===== config.mk =====
export PLATFORM = sky130hd
export DESIGN_NAME = breakpoint_watchpoint_trigger_unit
export DESIGN_NICKNAME = d
export VERILOG_FILES = /design/src/hdl/bwt_pkg.sv /design/src/hdl/bwt_bp_cell.sv /design/src/hdl/bwt_wp_cell.sv /design/src/hdl/breakpoint_watchpoint_trigger_unit.sv
export SDC_FILE = /design/constraint.sdc
export NUM_CORES = 2
export LEC_CHECK = 0
export ABC_CLOCK_PERIOD_IN_PS = 30200
export BUFFER_PORTS_ARGS = -buffer_cell sky130_fd_sc_hd__buf_2
export CAP_MARGIN = 5
export CORE_UTILIZATION = 23
export DETAILED_ROUTE_END_ITERATION = 10
export GPL_TIMING_DRIVEN = 0
export PLACE_DENSITY_LB_ADDON = 0.05
export SYNTH_ARGS = -nofsm -noshare
export SYNTH_HDL_FRONTEND = slang
export SYNTH_SLANG_ARGS = --single-unit

===== constraint.sdc =====
create_clock -name clk_i -period 30.2 [get_ports clk_i]
set_input_delay 1.51 -clock clk_i [delete_from_list [all_inputs] [get_ports clk_i]]
set_output_delay 1.51 -clock clk_i [all_outputs]
set_load 0.01 [all_outputs]

===== src/hdl/bwt_pkg.sv =====
`timescale 1ns / 1ps
// Shared types and codes for the breakpoint/watchpoint trigger unit.
// No dependencies; imported by the cell modules and the top level.
package bwt_pkg;

  localparam int unsigned ADDR_FIELD_W = 32;
  localparam int unsigned LEN_FIELD_W  = 16;

  typedef enum logic [3:0] {
    ACT_FETCH        = 4'd0,
    ACT_READ         = 4'd1,
    ACT_WRITE        = 4'd2,
    ACT_ADD_BP       = 4'd3,
    ACT_REMOVE_BP    = 4'd4,
    ACT_CLEAR_BP     = 4'd5,
    ACT_ADD_WATCH    = 4'd6,
    ACT_REMOVE_WATCH = 4'd7,
    ACT_CLEAR_WATCH  = 4'd8,
    ACT_ARM_SKIP     = 4'd9
  } action_e;

  typedef enum logic [1:0] {
    WK_READ  = 2'd0,
    WK_WRITE = 2'd1,
    WK_ANY   = 2'd2
  } watch_kind_e;

  localparam logic REASON_BP = 1'b0;
  localparam logic REASON_WP = 1'b1;

  typedef enum logic [2:0] {
    BP_FETCH  = 3'd0,
    BP_PROBE  = 3'd1,
    BP_PLACE  = 3'd2,
    BP_REMOVE = 3'd3,
    BP_CLEAR  = 3'd4
  } bp_op_e;

  typedef enum logic [1:0] {
    WP_CHECK  = 2'd0,
    WP_ADD    = 2'd1,
    WP_REMOVE = 2'd2,
    WP_CLEAR  = 2'd3
  } wp_op_e;

  typedef struct packed {
    logic   vld;
    bp_op_e op;
    logic   suppress;
    logic   found;
    logic   placed;
  } bp_ctl_t;

  typedef struct packed {
    logic       vld;
    wp_op_e     op;
    logic [1:0] kind;
    logic       found;
    logic       placed;
  } wp_ctl_t;

  typedef struct packed {
    logic [3:0]              action;
    logic [ADDR_FIELD_W-1:0] address;
    logic [LEN_FIELD_W-1:0]  length;
    logic [1:0]              watch_kind;
  } trig_in_t;

  typedef struct packed {
    logic                    hit;
    logic                    hit_reason;
    logic [ADDR_FIELD_W-1:0] hit_address;
    logic                    table_full;
  } trig_out_t;

endpackage


===== src/hdl/bwt_bp_cell.sv =====
`timescale 1ns / 1ps
// One breakpoint cell: holds one address entry and passes the command beat on.
// Depends on bwt_pkg.
module bwt_bp_cell import bwt_pkg::*; #(
  parameter int unsigned AW = 32
) (
  input  logic          clk_i,
  input  logic          rst_ni,
  input  bp_ctl_t       ctl_i,
  input  logic [AW-1:0] addr_i,
  output bp_ctl_t       ctl_o,
  output logic [AW-1:0] addr_o
);

  logic          ent_vld_q, ent_vld_d;
  logic [AW-1:0] ent_addr_q;
  logic          ent_wr;
  logic          match;
  bp_ctl_t       ctl_q, ctl_d;
  logic [AW-1:0] addr_q;

  always_comb begin
    match     = ent_vld_q && (ent_addr_q == addr_i);
    ctl_d     = ctl_i;
    ent_vld_d = ent_vld_q;
    ent_wr    = 1'b0;
    if (ctl_i.vld) begin
      unique case (ctl_i.op)
        BP_FETCH: begin
          if (match && !ctl_i.suppress) ctl_d.found = 1'b1;
        end
        BP_PROBE: begin
          if (match) ctl_d.found = 1'b1;
        end
        BP_PLACE: begin
          if (!ent_vld_q && !ctl_i.placed) begin
            ent_vld_d    = 1'b1;
            ent_wr       = 1'b1;
            ctl_d.placed = 1'b1;
          end
        end
        BP_REMOVE: begin
          if (match) ent_vld_d = 1'b0;
        end
        BP_CLEAR: begin
          ent_vld_d = 1'b0;
        end
        default: begin
        end
      endcase
    end
  end

  always_ff @(posedge clk_i or negedge rst_ni) begin
    if (!rst_ni) begin
      ent_vld_q <= 1'b0;
      ctl_q     <= '0;
    end else begin
      ent_vld_q <= ent_vld_d;
      ctl_q     <= ctl_d;
    end
  end

  always_ff @(posedge clk_i) begin
    if (ent_wr) ent_addr_q <= addr_i;
    addr_q <= addr_i;
  end

  assign ctl_o  = ctl_q;
  assign addr_o = addr_q;

endmodule


===== src/hdl/bwt_wp_cell.sv =====
`timescale 1ns / 1ps
// One watchpoint cell: holds one watch range and passes the command beat on.
// Depends on bwt_pkg.
module bwt_wp_cell import bwt_pkg::*; #(
  parameter int unsigned AW = 32
) (
  input  logic          clk_i,
  input  logic          rst_ni,
  input  wp_ctl_t       ctl_i,
  input  logic [AW-1:0] addr_i,
  input  logic [AW-1:0] aux_i,
  output wp_ctl_t       ctl_o,
  output logic [AW-1:0] addr_o,
  output logic [AW-1:0] aux_o
);

  logic          ent_vld_q, ent_vld_d;
  logic [AW-1:0] ent_start_q;
  logic [AW-1:0] ent_end_q;
  logic [1:0]    ent_kind_q;
  logic          ent_wr;
  logic          match_start, overlap, kind_ok;
  wp_ctl_t       ctl_q, ctl_d;
  logic [AW-1:0] addr_q, aux_q;

  // aux_i is the wrapped access end on checks and the wrapped watch end on adds
  always_comb begin
    match_start = ent_vld_q && (ent_start_q == addr_i);
    overlap     = (addr_i < ent_end_q) && (ent_start_q < aux_i);
    kind_ok     = (ent_kind_q == ctl_i.kind) || (ent_kind_q == WK_ANY);
    ctl_d       = ctl_i;
    ent_vld_d   = ent_vld_q;
    ent_wr      = 1'b0;
    if (ctl_i.vld) begin
      unique case (ctl_i.op)
        WP_CHECK: begin
          if (ent_vld_q && kind_ok && overlap) ctl_d.found = 1'b1;
        end
        WP_ADD: begin
          if ((!ent_vld_q || match_start) && !ctl_i.placed) begin
            ent_vld_d    = 1'b1;
            ent_wr       = 1'b1;
            ctl_d.placed = 1'b1;
          end else if (match_start) begin
            ent_vld_d = 1'b0;
          end
        end
        WP_REMOVE: begin
          if (match_start) ent_vld_d = 1'b0;
        end
        WP_CLEAR: begin
          ent_vld_d = 1'b0;
        end
        default: begin
        end
      endcase
    end
  end

  always_ff @(posedge clk_i or negedge rst_ni) begin
    if (!rst_ni) begin
      ent_vld_q <= 1'b0;
      ctl_q     <= '0;
    end else begin
      ent_vld_q <= ent_vld_d;
      ctl_q     <= ctl_d;
    end
  end

  always_ff @(posedge clk_i) begin
    if (ent_wr) begin
      ent_start_q <= addr_i;
      ent_end_q   <= aux_i;
      ent_kind_q  <= ctl_i.kind;
    end
    addr_q <= addr_i;
    aux_q  <= aux_i;
  end

  assign ctl_o  = ctl_q;
  assign addr_o = addr_q;
  assign aux_o  = aux_q;

endmodule


===== src/hdl/breakpoint_watchpoint_trigger_unit.sv =====
`timescale 1ns / 1ps
// Top level of the debug trigger unit: command decode, skip register, result register
// and the two cell chains. Depends on bwt_pkg, bwt_bp_cell and bwt_wp_cell.
//
//   channel   direction  handshake           payload
//   command   in         start & !busy       cmd_i    (trig_in_t)
//   result    out        done_o, one cycle   result_o (trig_out_t)
//
// A command beat walks the cell chain one cell per cycle.
// Fetch check, remove/clear bp and every watch action take one walk of their chain.
// Add bp takes one walk if already present, else two (probe walk, then place walk).
// Arm skip and unused codes finish without a walk.
// busy is high while a walk is in flight; the result strobe cannot be stalled.
// Reset clears all valid bits and the skip flag at once; no clearing pass.
module breakpoint_watchpoint_trigger_unit import bwt_pkg::*; #(
  parameter int unsigned BP_ENTRIES    = 16,
  parameter int unsigned WATCH_ENTRIES = 8,
  parameter int unsigned ADDR_BITS     = 32
) (
  input  logic      clk_i,
  input  logic      rst_ni,
  input  logic      start,
  output logic      busy,
  input  trig_in_t  cmd_i,
  output logic      done_o,
  output trig_out_t result_o
);

  localparam logic [1:0] S_IDLE = 2'd0;
  localparam logic [1:0] S_BP   = 2'd1;
  localparam logic [1:0] S_WP   = 2'd2;

  logic [1:0] state_q, state_d;
  logic       accept;

  logic [63:0]          cmd_ext;
  logic [ADDR_BITS-1:0] cmd_addr;
  logic [ADDR_BITS-1:0] cmd_end;

  logic                 skip_armed_q, skip_armed_d;
  logic [ADDR_BITS-1:0] skip_addr_q;
  logic                 skip_wr;

  logic      done_q, done_d;
  trig_out_t result_q, result_d;

  bp_ctl_t              bp_launch;
  logic [ADDR_BITS-1:0] bp_launch_addr;
  wp_ctl_t              wp_launch;
  logic [ADDR_BITS-1:0] wp_launch_aux;

  bp_ctl_t              bp_ctl  [BP_ENTRIES+1];
  logic [ADDR_BITS-1:0] bp_addr [BP_ENTRIES+1];
  wp_ctl_t              wp_ctl  [WATCH_ENTRIES+1];
  logic [ADDR_BITS-1:0] wp_addr [WATCH_ENTRIES+1];
  logic [ADDR_BITS-1:0] wp_aux  [WATCH_ENTRIES+1];

  bp_ctl_t              bp_tail;
  wp_ctl_t              wp_tail;
  logic [63:0]          bp_tail_ext;
  logic [63:0]          wp_tail_ext;

  assign accept   = start && !busy;
  assign busy     = (state_q != S_IDLE);
  assign cmd_ext  = 64'(cmd_i.address);
  assign cmd_addr = cmd_ext[ADDR_BITS-1:0];
  assign cmd_end  = cmd_addr + ADDR_BITS'(cmd_i.length);

  assign bp_tail     = bp_ctl[BP_ENTRIES];
  assign wp_tail     = wp_ctl[WATCH_ENTRIES];
  assign bp_tail_ext = 64'(bp_addr[BP_ENTRIES]);
  assign wp_tail_ext = 64'(wp_addr[WATCH_ENTRIES]);

  always_comb begin
    state_d        = state_q;
    skip_armed_d   = skip_armed_q;
    skip_wr        = 1'b0;
    done_d         = 1'b0;
    result_d       = '0;
    bp_launch      = '0;
    bp_launch_addr = cmd_addr;
    wp_launch      = '0;
    wp_launch_aux  = cmd_end;
    unique case (state_q)
      S_IDLE: begin
        if (accept) begin
          unique case (action_e'(cmd_i.action)) inside
            ACT_FETCH: begin
              bp_launch.vld      = 1'b1;
              bp_launch.op       = BP_FETCH;
              bp_launch.suppress = skip_armed_q && (skip_addr_q == cmd_addr);
              skip_armed_d       = 1'b0;
              state_d            = S_BP;
            end
            ACT_READ, ACT_WRITE: begin
              wp_launch.vld  = 1'b1;
              wp_launch.op   = WP_CHECK;
              wp_launch.kind = (action_e'(cmd_i.action) == ACT_READ) ? WK_READ : WK_WRITE;
              state_d        = S_WP;
            end
            ACT_ADD_BP: begin
              bp_launch.vld = 1'b1;
              bp_launch.op  = BP_PROBE;
              state_d       = S_BP;
            end
            ACT_REMOVE_BP: begin
              bp_launch.vld = 1'b1;
              bp_launch.op  = BP_REMOVE;
              state_d       = S_BP;
            end
            ACT_CLEAR_BP: begin
              bp_launch.vld = 1'b1;
              bp_launch.op  = BP_CLEAR;
              state_d       = S_BP;
            end
            ACT_ADD_WATCH: begin
              wp_launch.vld  = 1'b1;
              wp_launch.op   = WP_ADD;
              wp_launch.kind = cmd_i.watch_kind;
              state_d        = S_WP;
            end
            ACT_REMOVE_WATCH: begin
              wp_launch.vld = 1'b1;
              wp_launch.op  = WP_REMOVE;
              state_d       = S_WP;
            end
            ACT_CLEAR_WATCH: begin
              wp_launch.vld = 1'b1;
              wp_launch.op  = WP_CLEAR;
              state_d       = S_WP;
            end
            ACT_ARM_SKIP: begin
              skip_armed_d = 1'b1;
              skip_wr      = 1'b1;
              done_d       = 1'b1;
            end
            default: begin
              done_d = 1'b1;
            end
          endcase
        end
      end
      S_BP: begin
        bp_launch_addr = bp_addr[BP_ENTRIES];
        if (bp_tail.vld) begin
          unique case (bp_tail.op)
            BP_FETCH: begin
              done_d               = 1'b1;
              state_d              = S_IDLE;
              result_d.hit         = bp_tail.found;
              result_d.hit_reason  = REASON_BP;
              result_d.hit_address = bp_tail.found ? bp_tail_ext[ADDR_FIELD_W-1:0] : '0;
            end
            BP_PROBE: begin
              if (bp_tail.found) begin
                done_d  = 1'b1;
                state_d = S_IDLE;
              end else begin
                bp_launch.vld = 1'b1;
                bp_launch.op  = BP_PLACE;
              end
            end
            BP_PLACE: begin
              done_d              = 1'b1;
              state_d             = S_IDLE;
              result_d.table_full = !bp_tail.placed;
            end
            default: begin
              done_d  = 1'b1;
              state_d = S_IDLE;
            end
          endcase
        end
      end
      S_WP: begin
        if (wp_tail.vld) begin
          done_d  = 1'b1;
          state_d = S_IDLE;
          unique case (wp_tail.op)
            WP_CHECK: begin
              result_d.hit         = wp_tail.found;
              result_d.hit_reason  = wp_tail.found ? REASON_WP : REASON_BP;
              result_d.hit_address = wp_tail.found ? wp_tail_ext[ADDR_FIELD_W-1:0] : '0;
            end
            WP_ADD: begin
              result_d.table_full = !wp_tail.placed;
            end
            default: begin
            end
          endcase
        end
      end
      default: begin
        state_d = S_IDLE;
      end
    endcase
  end

  always_ff @(posedge clk_i or negedge rst_ni) begin
    if (!rst_ni) begin
      state_q      <= S_IDLE;
      skip_armed_q <= 1'b0;
      done_q       <= 1'b0;
    end else begin
      state_q      <= state_d;
      skip_armed_q <= skip_armed_d;
      done_q       <= done_d;
    end
  end

  always_ff @(posedge clk_i) begin
    if (skip_wr) skip_addr_q <= cmd_addr;
    result_q <= result_d;
  end

  assign done_o   = done_q;
  assign result_o = result_q;

  assign bp_ctl[0]  = bp_launch;
  assign bp_addr[0] = bp_launch_addr;
  assign wp_ctl[0]  = wp_launch;
  assign wp_addr[0] = cmd_addr;
  assign wp_aux[0]  = wp_launch_aux;

  for (genvar i = 0; i < BP_ENTRIES; i++) begin : g_bp
    bwt_bp_cell #(
      .AW(ADDR_BITS)
    ) u_cell (
      .clk_i (clk_i),
      .rst_ni(rst_ni),
      .ctl_i (bp_ctl[i]),
      .addr_i(bp_addr[i]),
      .ctl_o (bp_ctl[i+1]),
      .addr_o(bp_addr[i+1])
    );
  end

  for (genvar i = 0; i < WATCH_ENTRIES; i++) begin : g_wp
    bwt_wp_cell #(
      .AW(ADDR_BITS)
    ) u_cell (
      .clk_i (clk_i),
      .rst_ni(rst_ni),
      .ctl_i (wp_ctl[i]),
      .addr_i(wp_addr[i]),
      .aux_i (wp_aux[i]),
      .ctl_o (wp_ctl[i+1]),
      .addr_o(wp_addr[i+1]),
      .aux_o (wp_aux[i+1])
    );
  end

`ifndef SYNTHESIS
  a_done_has_source: assert property (@(posedge clk_i) disable iff (!rst_ni)
    done_o |-> ($past(busy) || $past(start)))
    else $error("result beat without a command in flight");

  a_miss_is_clean: assert property (@(posedge clk_i) disable iff (!rst_ni)
    (done_o && !result_o.hit) |-> (!result_o.hit_reason && (result_o.hit_address == '0)))
    else $error("miss beat carries reason or address");

  a_full_not_hit: assert property (@(posedge clk_i) disable iff (!rst_ni)
    done_o |-> !(result_o.hit && result_o.table_full))
    else $error("hit and table full in one beat");

  a_accept_progress: assert property (@(posedge clk_i) disable iff (!rst_ni)
    (start && !busy) |=> (busy || done_o))
    else $error("accepted command neither walking nor done");
`endif

endmodule


==> Yosys cells after proc, flatten, opt, wreduce, memory -nomap -nowiden <==
Cells that the tools add are included.
{ "word_totals": {"regBits": 2292, "inputBits": 57} }
{ "classes": {"addsub": 1, "magnitude_cmp": 16, "eq_ne": 179, "n_mux": 317, "reduce_logical": 252} }
{ "ops": {"columns": ["operator", "n"], "rows": [
  ["$eq A32 B32 Y1", 25],
  ["$lt A32 B32 Y1", 16],
  ["$mux W1", 226],
  ["$eq A3 B2 Y1 const B", 33],
  ["$mux W32", 3],
  ["$logic_and A1 B1 Y1", 88],
  ["$pmux W1 S3", 25],
  ["$reduce_bool A3 Y1", 24],
  ["$mux W35", 2],
  ["$pmux W35 S2", 1],
  ["$mux W34", 2],
  ["$ne A2 B1 Y1 const B", 33],
  ["$logic_not A1 Y1", 64],
  ["$reduce_and A4 Y1", 15],
  ["$mux W2", 29],
  ["$eq A3 B1 Y1 const B", 17],
  ["$logic_not A3 Y1", 17],
  ["$eq A2 B2 Y1 const B", 25],
  ["$eq A3 B3 Y1 const B", 16],
  ["$pmux W1 S2", 17],
  ["$add A32 B16 Y32", 1],
  ["$eq A2 B1 Y1 const B", 10],
  ["$logic_not A2 Y1", 10],
  ["$eq A2 B2 Y1", 8],
  ["24 further kinds", 58]
]} }

==> Logic depth before layout (Yosys ltp) <==
{ "logic_depth": {"depth_word": 12, "ltp_mapped": 18, "depth_no_buf": 18} }

==> Cells and area by module <==
From an unflattened synthesis, not the netlist that was laid out.
{ "hier_totals": {"hier_cells": 6007, "area_unflattened_um2": 84568.6} }
{ "modules_own_cells": {"columns": ["mod", "instances", "cells_each", "area_per_inst_um2", "seq_area_each_um2"], "rows": [
  ["bwt_bp_cell", 16, 138, 2273.4, 1801.7],
  ["bwt_wp_cell at g_wp[0].u_cell ...", 5, 423, 5470.2, 3463.3],
  ["bwt_wp_cell at g_wp[6].u_cell ...", 2, 420, 5484.0, 3463.3],
  ["bwt_wp_cell at g_wp[5].u_cell", 1, 419, 5446.5, 3463.3],
  ["breakpoint_watchpoint_trigger_unit", 1, 425, 4428.0, 1761.7]
]} }

==> Least setup slack after synthesis <==
OpenSTA, ideal clock, no wires.
{ "synth_path": {"kind": "in2reg", "from": "input port cmd_i[39] in the netlist's numbering", "to": "register g_wp[0].u_cell.ctl_q, in the netlist g_wp[0].u_cell.ctl_o[0]", "arrival_time_ns": 12.763, "setup_slack_ns": 16.270, "path_stages": 6, "path_buffers": 1, "cell_sequence": "clkbuf_1 -> xnor2_1 -> nand4_1 -> nor4_1 -> nand2_1 -> a2111oi_0"} }
{ "synth_lines": {"columns": ["element", "line_no", "text"], "rows": [
  ["start: declaration", "breakpoint_watchpoint_trigger_unit.sv:24", "input trig_in_t cmd_i,"],
  ["end signal: assignment", "bwt_wp_cell.sv:66", "ctl_q <= ctl_d;"],
  ["end: declaration", "bwt_wp_cell.sv:23", "wp_ctl_t ctl_q, ctl_d;"]
]} }

==> flow_summary.json <==
{
  "clockBufferDepth": 4,
  "setup_viol": 0,
  "tightest_slew_ns": 1.19,
  "yosys_warnings": 0,
  "synth_cell_types": 70,
  "first_global_vias": 45910,
  "fmax_mhz": 183,
  "gr-total-overflow": 0,
  "path_delay_family": "compound AO/OA/AOI/OAI gates",
  "status": "completed",
  "synth_area_um2": 82900,
  "path_cells": "buf_2 -> ha_1 -> inv_1 -> fa_1 -> nor2b_1 -> o31a_1 -> o31ai_4 -> o31ai_1 -> a311o_2 -> nand3_1 -> xor2_1 -> ha_1 -> nand4_1 -> nor4_1 -> o21ai_0 -> o2111ai_1 -> a311oi_1",
  "clock_latency_ns": 0.88,
  "path_buf_inv": 2,
  "rows": 220,
  "die_h_um": 602,
  "cts_sinks": 2292,
  "core_area_um2": 359000,
  "critPathMaxStageDelay_ns": 0.51,
  "maxCapViolCount": 0,
  "hold_ws_ns": 0.366,
  "initial_utilization_pct": 23.1,
  "syn_to_final_growth_pct": 20.8,
  "p_leak_nw": 38.6,
  "design_area_um2": 100000,
  "cts_resized": 0,
  "power_density_nw_per_um2": 71.6,
  "critPathKind": "in -> reg",
  "path_clk_slew_ns": 0.06,
  "synth-seq-cells": 2292,
  "synth_edf_count": 1072,
  "arrival_ns": 6.11,
  "crit_path_frequent_cell": "ha_1",
  "hp-class": "reg -> reg",
  "fin_crit_ns": 5.47,
  "nFillCells": 36233,
  "die_w_um": 602,
  "fin_worst_skew_ns": 0.0379,
  "ant_nets": 0,
  "gp_congestion": 0.806,
  "hold_viol_final": 0,
  "avgSynthCellArea_um2": 14.4,
  "die_area_um2": 363000,
  "drive_gt1_share_pct": 11.1,
  "cp_data_required_time_ns": 30.84,
  "relSlewSlack_pct": 20.0,
  "synthArstFlopShare_pct": 8.42,
  "io_buffers": 93,
  "worst_setup_path_start_kind": "input port",
  "vdd_ir_drop_max_v": 0.0000381,
  "synth_ff_type": "edfxtp_1",
  "cts_max_level": 5,
  "cts_buffers": 282,
  "vias_per_cell": 3.89,
  "cts_root_buffer": "clkbuf_16",
  "end_kind": "flop",
  "ctsHoldBuffers": 0,
  "grt_pass1_wl_um": 334000,
  "rsz0062_at_grt": "no",
  "dpl.hpwl_um": 184000,
  "io_pins": 94,
  "finalMaxSlewViolations": 0,
  "cp_max_fo": 8,
  "layout.nets": 6818,
  "drt-initial-drc-count": 1920,
  "drc": 0,
  "grt_antenna_before_repair": 26,
  "dpl-instance-area_um2": 90600,
  "crit_slowest_cell": "nor4_1",
  "grt_use_total_pct": 12.8,
  "post_drt_wl_per_cell_um": 20.7,
  "utilization_pct": 27.9,
  "grt_max_degree": 100,
  "postSynthCellCount": 5770,
  "cts_setup_buffers": 0,
  "synth_fp_nets": 6344,
  "fin_crit_sh_pct": 18.1,
  "setup-tns-final_ns": 0,
  "cts_tree": "built",
  "drt-total-wl_um": 233000,
  "seq_area_frac_synth_pct": 69.5,
  "via_count": 43842,
  "dr.pass1.iters": 5
}
-- cells in the final DEF (no fill, tap or decap), drive strengths merged, types with 12 or more instances in the layout --
| master | Yosys | routed |
|---|---|---|
| a21o | 72 | 72 |
| a211oi | 41 | 41 |
| xnor2 | 650 | 650 |
| dfxtp | 1027 | 1027 |
| inv | 537 | 554 |
| a21oi | 230 | 230 |
| nand3 | 91 | 91 |
| nor4 | 97 | 97 |
| nor2b | 51 | 51 |
| nor2 | 101 | 101 |
| nand3b | 14 | 14 |
| o22ai | 12 | 12 |
| o21ai | 98 | 98 |
| xor2 | 196 | 196 |
| dfrtp | 193 | 193 |
| bufinv | 0 | 16 |
| edfxtp | 1072 | 1072 |
| ha | 516 | 516 |
| clkinv | 0 | 67 |
| a22o | 32 | 32 |
| nand2 | 150 | 150 |
| mux2 | 33 | 33 |
| nor3 | 61 | 61 |
| a31oi | 20 | 20 |
| and3 | 16 | 16 |
| clkbuf | 19 | 438 |
| buf | 11 | 200 |
| nand2b | 34 | 34 |
| a31o | 14 | 14 |
| nand4 | 233 | 233 |
-- worst paths after layout --
check	endpoint	depth (start not counted)	slack, ns	startpoint
worst min-delay path	g_bp[8].u_cell.ctl_o[2]$_DFF_PN0_	0	0.37	g_bp[7].u_cell.ctl_o[2]$_DFF_PN0_
min in group asynchronous	g_wp[6].u_cell.ctl_o[1]$_DFF_PN0_	1	0.47	rst_ni
worst max register to register	g_wp[5].u_cell.ent_end_q[0]$_DFFE_PP_	9	25.88	g_wp[5].u_cell.ent_start_q[28]$_DFFE_PP_
worst min register to register	g_bp[8].u_cell.ctl_o[2]$_DFF_PN0_	0	0.37	g_bp[7].u_cell.ctl_o[2]$_DFF_PN0_
max in group asynchronous	g_wp[0].u_cell.ent_vld_q$_DFFE_PN0P_	3	28.39	rst_ni
worst max-delay path	g_wp[0].u_cell.ctl_o[1]$_DFF_PN0_	17	24.73	cmd_i[18]
-- worst register-to-register path, cell delays in order (launching register included) --
cell      delay (ns)
edfxtp_1        0.41
xnor2_1         0.47
nand4_1         0.19
nor4_1          1.02
nand2_1         0.27
a211oi_4        0.83
buf_8           0.27
buf_8           0.19
buf_8           0.19
buf_8           0.18
-- area by class of cell --
type                    count  area (um2)  area share [%]
diodes                      8        20.0          0.0200
plain buffers              30         139           0.139
clock buffers             418        8370            8.36
clock inverters           103        1020            1.02
inverters                 537        2020            2.01
multi-input cells        2911       23300            23.3
flip-flops and latches   2292       57600            57.5
well taps                4773        5970            5.97
repair buffers            190        1640            1.64
-- metal layers --
layer | GRT usage, % | part of all wire, % | up-vias
li1 | - | - | 21519
met1 | 16.8 | 46 | 21212
met2 | 20.7 | 46 | 714
met3 | 2.93 | 5.3 | 393
met4 | 3.92 | 3.0 | 4
met5 | 0 | 0.011 | -
-- Yosys cell counts, drive strengths merged, types with 7 or more instances --
cell     instances  area, um2
nor2           101        379
clkbuf          19       71.3
and3            16        115
xor2           196       1720
xnor2          650       5690
and4             7       61.3
nand4          233       1460
dfxtp         1027      20600
nor4b           10       87.6
o21ai           98        490
a22o            32        280
a21oi          230       1150
or2             11       68.8
nor3            61        305
a31o            14        123
a21o            72        541
dfrtp          193       4830
nand2          150        563
o2111a           8       90.1
nand3           91        455
a211oi          41        308
nor4            97        607
o2111ai          7       61.3
a31oi           20        125
o31ai           11       96.3
edfxtp        1072      32200
nand2b          34        213
nor2b           51        319
buf             11       67.6
a2111oi          9       78.8
nand3b          14        105
inv            537       2020
o21a            11       82.6
o22ai           12       75.1
mux2            33        372
ha             516       6460
-- cell families (layout without fill, tap and decap cells) --
kind of cell	count (synthesis)	count (layout)	share of synthesized area, %
AO/OA/AOI/OAI	617	617	4.76
buffers and inverters	567	1278	2.60
AND/OR/NAND/NOR	897	897	5.92
XOR/XNOR	846	846	8.94
adder cells (fa/ha/maj)	517	517	7.82
multiplexers	34	34	0.461
flip-flops	2292	2292	69.5
other	0	8	0
-- per-stage QoR --
stage	std cells	total power [mW]	setup WS, ns
floorplan	5770	3.66	16.27
global placement	10636	3.84	7.77
detailed placement	10731	3.85	23.66
CTS	11252	7.33	24.61
global route	11255	7.49	24.57
finish	11262	7.17	24.73
-- sequential cells by signal, indices dropped and copies added (netlist names) --
| register | flops |
|---|---|
| g_wp.u_cell.addr_o | 256 |
| state_q | 2 |
| g_bp.u_cell.ctl_o | 111 |
| skip_addr_q | 32 |
| g_bp.u_cell.ent_addr_q | 512 |
| g_wp.u_cell.ent_vld_q | 8 |
| g_wp.u_cell.aux_o | 224 |
| g_wp.u_cell.ent_kind_q | 16 |
| done_o | 1 |
| skip_armed_q | 1 |
| g_wp.u_cell.ctl_o | 54 |
| g_bp.u_cell.addr_o | 512 |
| g_bp.u_cell.ent_vld_q | 16 |
| g_wp.u_cell.ent_start_q | 256 |
| g_wp.u_cell.ent_end_q | 256 |
| result_o | 35 |
-- report_power, final --
part           leakage (nW)  switching [mW]  internal [mW]
Sequential             20.9           0.139           3.36
Clock                  4.63            1.34           2.06
Combinational          13.0           0.153          0.110
No activity file was read; power rests on OpenSTA's default activity.
